**config.mk**
```make
export PLATFORM = sky130hd
export DESIGN_NAME = timeout_timer_bank_unit
export DESIGN_NICKNAME = d
export VERILOG_FILES = /design/src/rtl/ttb_pkg.sv /design/src/rtl/ttb_ram.sv /design/src/rtl/timeout_timer_bank_unit.sv
export SDC_FILE = /design/constraint.sdc
export NUM_CORES = 2
export LEC_CHECK = 0
export BUFFER_PORTS_ARGS = -buffer_cell sky130_fd_sc_hd__buf_2
export CORE_ASPECT_RATIO = 0.5
export CORE_MARGIN = 2
export CORE_UTILIZATION = 62
export CTS_CLUSTER_DIAMETER = 30
export CTS_CLUSTER_SIZE = 25
export DETAILED_ROUTE_END_ITERATION = 12
export PLACE_DENSITY_LB_ADDON = 0.15
export SYNTH_ARGS = -nofsm -noshare
export SYNTH_HDL_FRONTEND = slang
export SYNTH_SLANG_ARGS = --single-unit
```
**constraint.sdc**
```tcl
create_clock -name i_clk -period 22.2 [get_ports i_clk]
set_clock_uncertainty 0.1 [all_clocks]
set_input_delay 1.11 -clock i_clk [delete_from_list [all_inputs] [get_ports i_clk]]
set_output_delay 1.11 -clock i_clk [all_outputs]
set_load 0.005 [all_outputs]
```
**src/rtl/ttb_pkg.sv**
```systemverilog
// Shared types and constants of the timeout timer bank.
package ttb_pkg;

    localparam logic [31:0] MAX_RUNTIME_RST = 32'h8000_0000;

    typedef enum logic [2:0] {
        CMD_CREATE      = 3'd0,
        CMD_RESTART     = 3'd1,
        CMD_STOP        = 3'd2,
        CMD_DESTROY     = 3'd3,
        CMD_DESTROY_NOW = 3'd4,
        CMD_TICK        = 3'd5
    } t_cmd;

    typedef enum logic [1:0] {
        ST_IDLE,
        ST_READ,
        ST_EVAL,
        ST_FLUSH
    } t_state;

    typedef struct packed {
        logic [2:0]  command;
        logic [3:0]  timer_slot;
        logic [31:0] timeout_ms;
        logic        periodic;
        logic [31:0] now_ms;
    } t_in;

    typedef struct packed {
        logic [3:0] fired_slot;
        logic       last;
    } t_out;

    // one RAM entry per slot
    typedef struct packed {
        logic        periodic;
        logic [31:0] timeout;
        logic [31:0] stamp;
    } t_entry;

endpackage

```
**src/rtl/ttb_ram.sv**
```systemverilog
// Generic single-write, single-read RAM with registered read data.
module ttb_ram #(
    parameter int WIDTH = 8,
    parameter int DEPTH = 16,
    localparam int AW = (DEPTH > 1) ? $clog2(DEPTH) : 1
) (
    input  logic             i_clk,
    input  logic             i_we,
    input  logic [AW-1:0]    i_waddr,
    input  logic [WIDTH-1:0] i_wdata,
    input  logic             i_re,
    input  logic [AW-1:0]    i_raddr,
    output logic [WIDTH-1:0] o_rdata
);

    logic [WIDTH-1:0] r_mem [DEPTH];
    logic [WIDTH-1:0] r_rdata;

    always_ff @(posedge i_clk) begin
        if (i_we) begin
            r_mem[i_waddr] <= i_wdata;
        end
        if (i_re) begin
            r_rdata <= r_mem[i_raddr];
        end
    end

    assign o_rdata = r_rdata;

endmodule

```
**src/rtl/timeout_timer_bank_unit.sv**
```systemverilog
// Top level of the timeout timer bank: command decode, tick scan and sweep.
//
// Usage:
//   Input channel (i_in_valid / o_in_ready / i_in_data) takes one command word.
//   Create, restart, stop and both destroys finish in the cycle they are
//   accepted; the block is ready again on the next cycle.
//   A tick walks the slots in index order, a read state and an eval state
//   per slot (RAM read, then compare and write-back of the restamp), then
//   a flush state that sends the final result and clears all slots marked
//   for deletion. The input is not ready after the tick word until the flush
//   is done, and output stalls lengthen the scan.
//   Each firing slot yields one word on o_out_valid / i_out_ready /
//   o_out_data; the final word of a tick carries last = 1. A result is held
//   one firing behind the scan so that last is known when it is sent. The
//   output register lets the scan run on while a word waits; when a second
//   firing needs room and the receiver stalls, the scan holds in place.
//   Configuration (max valid runtime) is written through i_cfg_valid /
//   o_cfg_ready / i_cfg_data, always ready.
//   Reset clears all slot flags and sets the max runtime to 0x80000000;
//   RAM timeouts and stamps are undefined until a create or restart.
module timeout_timer_bank_unit #(
    parameter int NUM_SLOTS = 16
) (
    input  logic          i_clk,
    input  logic          i_rst_n,
    input  logic          i_in_valid,
    output logic          o_in_ready,
    input  ttb_pkg::t_in  i_in_data,
    output logic          o_out_valid,
    input  logic          i_out_ready,
    output ttb_pkg::t_out o_out_data,
    input  logic          i_cfg_valid,
    output logic          o_cfg_ready,
    input  logic [31:0]   i_cfg_data
);

    localparam int SW = (NUM_SLOTS > 1) ? $clog2(NUM_SLOTS) : 1;
    localparam int EW = $bits(ttb_pkg::t_entry);

    ttb_pkg::t_state       r_state, n_state;
    logic [SW-1:0]         r_idx, n_idx;
    logic [31:0]           r_now, n_now;
    logic [31:0]           r_max;
    logic [NUM_SLOTS-1:0]  r_reg, n_reg;
    logic [NUM_SLOTS-1:0]  r_en, n_en;
    logic [NUM_SLOTS-1:0]  r_del, n_del;
    logic                  r_pend_vld, n_pend_vld;
    logic [3:0]            r_pend_slot, n_pend_slot;
    logic                  r_out_vld, n_out_vld;
    ttb_pkg::t_out         r_out, n_out;

    logic                  ram_we;
    logic [SW-1:0]         ram_waddr;
    ttb_pkg::t_entry       ram_wdata;
    logic                  ram_re;
    ttb_pkg::t_entry       ram_rdata;
    logic [EW-1:0]         ram_rdata_raw;

    logic                  slot_ok;
    logic [SW-1:0]         cmd_slot;
    logic [31:0]           elapsed;
    logic                  eligible;
    logic                  fire;
    logic                  out_free;
    logic                  advance;

    ttb_ram #(
        .WIDTH (EW),
        .DEPTH (NUM_SLOTS)
    ) u_ram (
        .i_clk   (i_clk),
        .i_we    (ram_we),
        .i_waddr (ram_waddr),
        .i_wdata (ram_wdata),
        .i_re    (ram_re),
        .i_raddr (r_idx),
        .o_rdata (ram_rdata_raw)
    );

    assign ram_rdata = ttb_pkg::t_entry'(ram_rdata_raw);

    assign slot_ok  = {5'b0, i_in_data.timer_slot} < 9'(NUM_SLOTS);
    assign cmd_slot = SW'(i_in_data.timer_slot);
    assign elapsed  = r_now - ram_rdata.stamp;
    assign eligible = r_reg[r_idx] && r_en[r_idx] && !r_del[r_idx];
    assign fire     = eligible && (elapsed >= ram_rdata.timeout) && (elapsed < r_max);
    assign out_free = !r_out_vld || i_out_ready;
    // a firing with a word already pending needs room in the output register
    assign advance  = !fire || !r_pend_vld || out_free;

    assign o_in_ready  = (r_state == ttb_pkg::ST_IDLE);
    assign o_cfg_ready = 1'b1;
    assign o_out_valid = r_out_vld;
    assign o_out_data  = r_out;

    always_comb begin
        n_state     = r_state;
        n_idx       = r_idx;
        n_now       = r_now;
        n_reg       = r_reg;
        n_en        = r_en;
        n_del       = r_del;
        n_pend_vld  = r_pend_vld;
        n_pend_slot = r_pend_slot;
        n_out_vld   = r_out_vld;
        n_out       = r_out;
        ram_we      = 1'b0;
        ram_waddr   = r_idx;
        ram_wdata   = ram_rdata;
        ram_re      = 1'b0;

        if (r_out_vld && i_out_ready) begin
            n_out_vld = 1'b0;
        end

        unique case (r_state)
            ttb_pkg::ST_IDLE: begin
                if (i_in_valid) begin
                    if (i_in_data.command == ttb_pkg::CMD_TICK) begin
                        n_now   = i_in_data.now_ms;
                        n_idx   = '0;
                        n_state = ttb_pkg::ST_READ;
                    end else if (slot_ok) begin
                        case (ttb_pkg::t_cmd'(i_in_data.command))
                            ttb_pkg::CMD_CREATE, ttb_pkg::CMD_RESTART: begin
                                ram_we            = 1'b1;
                                ram_waddr         = cmd_slot;
                                ram_wdata.periodic = i_in_data.periodic;
                                ram_wdata.timeout = i_in_data.timeout_ms;
                                ram_wdata.stamp   = i_in_data.now_ms;
                                n_en[cmd_slot]    = 1'b1;
                                n_del[cmd_slot]   = 1'b0;
                                if (i_in_data.command == ttb_pkg::CMD_CREATE) begin
                                    n_reg[cmd_slot] = 1'b1;
                                end
                            end
                            ttb_pkg::CMD_STOP: begin
                                n_en[cmd_slot] = 1'b0;
                            end
                            ttb_pkg::CMD_DESTROY: begin
                                if (r_reg[cmd_slot]) begin
                                    n_en[cmd_slot]  = 1'b0;
                                    n_del[cmd_slot] = 1'b1;
                                end
                            end
                            ttb_pkg::CMD_DESTROY_NOW: begin
                                if (r_reg[cmd_slot]) begin
                                    n_reg[cmd_slot] = 1'b0;
                                    n_en[cmd_slot]  = 1'b0;
                                    n_del[cmd_slot] = 1'b0;
                                end
                            end
                            default: begin
                            end
                        endcase
                    end
                end
            end
            ttb_pkg::ST_READ: begin
                ram_re  = 1'b1;
                n_state = ttb_pkg::ST_EVAL;
            end
            ttb_pkg::ST_EVAL: begin
                // read data holds while stalled: no new read is issued here
                if (advance) begin
                    if (fire) begin
                        if (ram_rdata.periodic) begin
                            ram_we          = 1'b1;
                            ram_wdata.stamp = r_now;
                        end else begin
                            n_del[r_idx] = 1'b1;
                        end
                        if (r_pend_vld) begin
                            n_out_vld       = 1'b1;
                            n_out.fired_slot = r_pend_slot;
                            n_out.last      = 1'b0;
                        end
                        n_pend_vld  = 1'b1;
                        n_pend_slot = 4'(r_idx);
                    end
                    if (r_idx == SW'(NUM_SLOTS - 1)) begin
                        n_state = ttb_pkg::ST_FLUSH;
                    end else begin
                        n_idx   = r_idx + SW'(1);
                        n_state = ttb_pkg::ST_READ;
                    end
                end
            end
            ttb_pkg::ST_FLUSH: begin
                if (!r_pend_vld || out_free) begin
                    if (r_pend_vld) begin
                        n_out_vld        = 1'b1;
                        n_out.fired_slot = r_pend_slot;
                        n_out.last       = 1'b1;
                        n_pend_vld       = 1'b0;
                    end
                    // drop every registered slot marked for deletion
                    for (int s = 0; s < NUM_SLOTS; s++) begin
                        if (r_reg[s] && r_del[s]) begin
                            n_reg[s] = 1'b0;
                            n_en[s]  = 1'b0;
                            n_del[s] = 1'b0;
                        end
                    end
                    n_state = ttb_pkg::ST_IDLE;
                end
            end
            default: begin
                n_state = ttb_pkg::ST_IDLE;
            end
        endcase
    end

    always_ff @(posedge i_clk) begin
        if (!i_rst_n) begin
            r_state    <= ttb_pkg::ST_IDLE;
            r_idx      <= '0;
            r_max      <= ttb_pkg::MAX_RUNTIME_RST;
            r_reg      <= '0;
            r_en       <= '0;
            r_del      <= '0;
            r_pend_vld <= 1'b0;
            r_out_vld  <= 1'b0;
        end else begin
            r_state    <= n_state;
            r_idx      <= n_idx;
            r_reg      <= n_reg;
            r_en       <= n_en;
            r_del      <= n_del;
            r_pend_vld <= n_pend_vld;
            r_out_vld  <= n_out_vld;
            if (i_cfg_valid) begin
                r_max <= i_cfg_data;
            end
        end
    end

    always_ff @(posedge i_clk) begin
        r_now       <= n_now;
        r_pend_slot <= n_pend_slot;
        r_out       <= n_out;
    end

endmodule

```
==> flow_summary_export.csv <==
group,metric,value,unit
critical_path,path_delay_family,"compound AO/OA/AOI/OAI gates",
finish,diodes,0,
cts,cts-root-buf,"clkbuf_16",
finish,final_net_count,3214,
power,total_power,4.94,mW
detailed_routing,viasPerCell,6.79,
cts,cts.path.max_buffers,3,
cts,cts_buffers,134,
finish,multiInputGateArea,14200,um^2
run_status,status,"complete, no violations",
sta,worst_slew_pin_slew,1.26,ns
synthesis,synth-seq-cells,1234,
power,vdd_ir_drop_max,71.5,uV
cts,cts_tree,"yes",
die,fp.dieH,207,um
critical_path,critPathKind,"register to register",
critical_path,crit_cells,22,
sta,hold_violations,0,
cts,clock-sinks,1234,
die,die_area,85000,um^2
detailed_routing,remaining_drc_errors,0,
critical_path,worst-r2r-setup-slack,14.51,ns
global_route,grt_max_degree,128,
critical_path,cp_slowest_cell,"nor2_4",
detailed_routing,drt-initial-drc-count,4236,
critical_path,endpoint,"u_ram.r_mem[2][11]",
synthesis,synth_flop_cell,"edfxtp_1",
critical_path,max_stage_delay,0.98,ns
finish,final.fill_count,4962,
cts,ctsHoldBuffers,0,
min_path,hold_path.class,"register to register",
critical_path,critPathLaunchType,"register",
critical_path,worstPathArrival,7.95,ns
min_path,min_path_cells,0,
detailed_routing,dr.pass1.iters,5,
critical_path,r2r_end,"u_ram.r_mem[2][11]",
synthesis,post_synth.cell_area_avg,18.2,um^2
sta,finalCritPeriodShare,34.6,%
synthesis,ys_warn_count,0,
job,maxCapViolCount,0,
sta,post-route-min-period,7.69,ns
sta,rsz0062_at_grt,"false",
critical_path,crit_chain,"inv_1 -> ha_1 -> inv_1 -> fa_1 -> a21o_1 -> a31oi_1 -> o31ai_1 -> o21a_1 -> o21ai_0 -> nand2b_1 -> a21o_1 -> a211oi_1 -> nor2_1 -> ha_1 -> nand4_1 -> o31ai_1 -> a211oi_2 -> nor3_4 -> buf_4 -> a41oi_1 -> nor2_4 -> buf_4",
sta,fin_setup_tns,0,ns
sta,finalSetupViolCount,0,
power,p_per_area,85.5,nW/um^2
critical_path,cp-end-kind,"register",
power,leakagePower,19.0,nW
place,dp_hpwl,76000,um
sta,max_slew_margin,15.4,%
finish,regArea,36200,um^2
critical_path,reg2reg_depth,22,
cts,post_cts_resized,0,
finish,syn_to_final_growth,13.0,%
detailed_routing,wirelength,131000,um
global_route,gr-total-overflow,0,
cts,clk_pin_slew,0.06,ns
synthesis,syn_area,51200,um^2
detailed_routing,post_drt_wl_per_cell,31.1,um
critical_path,critPathLaunch,"r_now[0]",
finish,final_layout_size_suffix_gt1_share,25.3,%
critical_path,required,22.46,ns
place,routabilityCongestion,0.984,
global_route,antenna_found_initial,1,
place,io_buffer_count,115,
synthesis,synth_cell_types,64,
synthesis,ys_seq_area_share,70.7,%
sta,finalMaxSlewViolations,0,
finish,top_register,"u_ram.r_mem",
detailed_routing,ant_nets,0,
synthesis,synth_fp_nets,3019,
finish,largest_reg_flops,1040,
die,dieWidth,410,um
global_route,grt_pass1_wl,193000,um
cts,post_cts_buffers,0,
global_route,grt_pass1_vias,28300,
synthesis,postSynth.asyncResetShare,0,%
die,core_area,81700,um^2
synthesis,synth_enable_flop_cells,1146,
critical_path,timing.rr.start,"r_now[0]",
detailed_routing,vias,28600,
cts,clock_latency,0.76,ns
global_route,grt_usage,31.5,%
die,initial_core_util,62.7,%
critical_path,cp_max_fo,40,
cts,cts.htree.levels,4,
critical_path,cp_num_buf_inv,4,
synthesis,synth_cells,2811,
sta,clock.fmax,130,MHz
die,rows,74,
die,pin_count,117,
==> cells by family after synthesis <==
group	after synthesis	share of synthesized area [%]
xor gates and xnor gates	29	0.496
other	1	0.00733
adders and majority gates	99	2.44
and+or+nand+nor	369	3.25
AOI/OAI and AO/OA	432	5.49
buffers and inverters	259	1.94
muxes	388	15.7
DFF	1234	70.7
==> power by group <==
group	switching, mW	internal [mW]
Combinational	0.107	0.0539
Clock	0.949	1.28
Sequential	0.00623	2.55
==> metal layers <==
layer | global-route usage (%) | wire length, um | share of wire, % | vias to the layer above
met5 | 0 | 13 | 0.0099 | -
met1 | 48.0 | 53700 | 41 | 14800
met3 | 6.79 | 13800 | 11 | 182
met2 | 46.8 | 60600 | 46 | 1741
met4 | 8.85 | 2740 | 2.1 | 2
li1 | - | - | - | 11800
==> synthesized netlist by cell type, types with 16 or more instances <==
library cell	instances	area, um^2
a21o_1	41	308
a32o_1	16	160
o21ai_0	97	485
nand2_1	117	439
a221o_1	16	160
nor2_1	134	503
xnor2_1	19	166
mux4_2	331	7450
o21a_1	22	165
mux2i_1	57	571
and3_1	22	138
nand3_1	30	150
dfxtp_1	88	1760
clkbuf_1	105	394
a21oi_1	111	556
nand4_1	16	100
buf_1	33	124
ha_1	98	1230
inv_1	113	424
o22ai_1	18	113
edfxtp_1	1146	34400
a31oi_1	29	181
==> layout make-up <==
cell class	instances	area share, %
clock buffers	151	6.02
clock inverters	84	1.59
inverters	114	0.740
multi-input cells	1318	24.5
flip-flops and latches	1234	62.6
well taps	1102	2.38
repair buffers	204	2.17
==> cell usage in the layout (no fill, tap or decap), types with 11 or more instances in the layout <==
cell type,Yosys,final
bufinv_16,0,11
nand4_1,16,16
nand2_1,117,117
edfxtp_1,1146,1146
o21a_1,22,22
mux2i_1,57,57
clkbuf_1,105,13
ha_1,98,98
a21oi_1,111,108
a32o_1,16,16
a221o_1,16,16
inv_1,113,113
o21ai_0,97,89
nor2_4,0,16
a31oi_1,29,29
nand3_1,30,30
mux4_2,331,331
clkbuf_16,0,136
o22ai_1,18,18
nor2_1,134,118
nor2b_1,14,13
buf_2,4,115
inv_6,0,19
dfxtp_1,88,84
o21ai_1,4,11
buf_4,2,88
a21o_1,41,41
and3_1,22,22
xnor2_1,19,19
clkinv_2,0,11
==> worst min path at each step <==
stage              startpoint            end
4_1_cts        r_pend_slot[1]  o_out_data[2]
3_5_place_dp   r_pend_slot[1]  o_out_data[2]
5_1_grt        r_pend_slot[1]  o_out_data[2]
2_1_floorplan  r_pend_slot[0]  o_out_data[1]
6_report       r_pend_slot[0]  o_out_data[1]
3_3_place_gp   r_pend_slot[1]  o_out_data[2]
==> through the flow <==
| step | hold WS [ns] | setup slack, ns | util (%) | cell area (um^2) | std cells |
|---|---|---|---|---|---|
| 3_3_place_gp | 0.302 | 14.81 | 65.4 | 53400 | 3972 |
| 2_1_floorplan | 0.300 | 14.40 | - | 51200 | 2811 |
| 6_report | 0.313 | 14.51 | 70.8 | 57800 | 4207 |
| 3_5_place_dp | 0.305 | 14.64 | 65.4 | 53400 | 3972 |
| 5_1_grt | 0.329 | 14.16 | 70.8 | 57800 | 4207 |
| 4_1_cts | 0.324 | 14.61 | 70.8 | 57800 | 4207 |
Note: power is estimated with default switching activity, not from simulation.
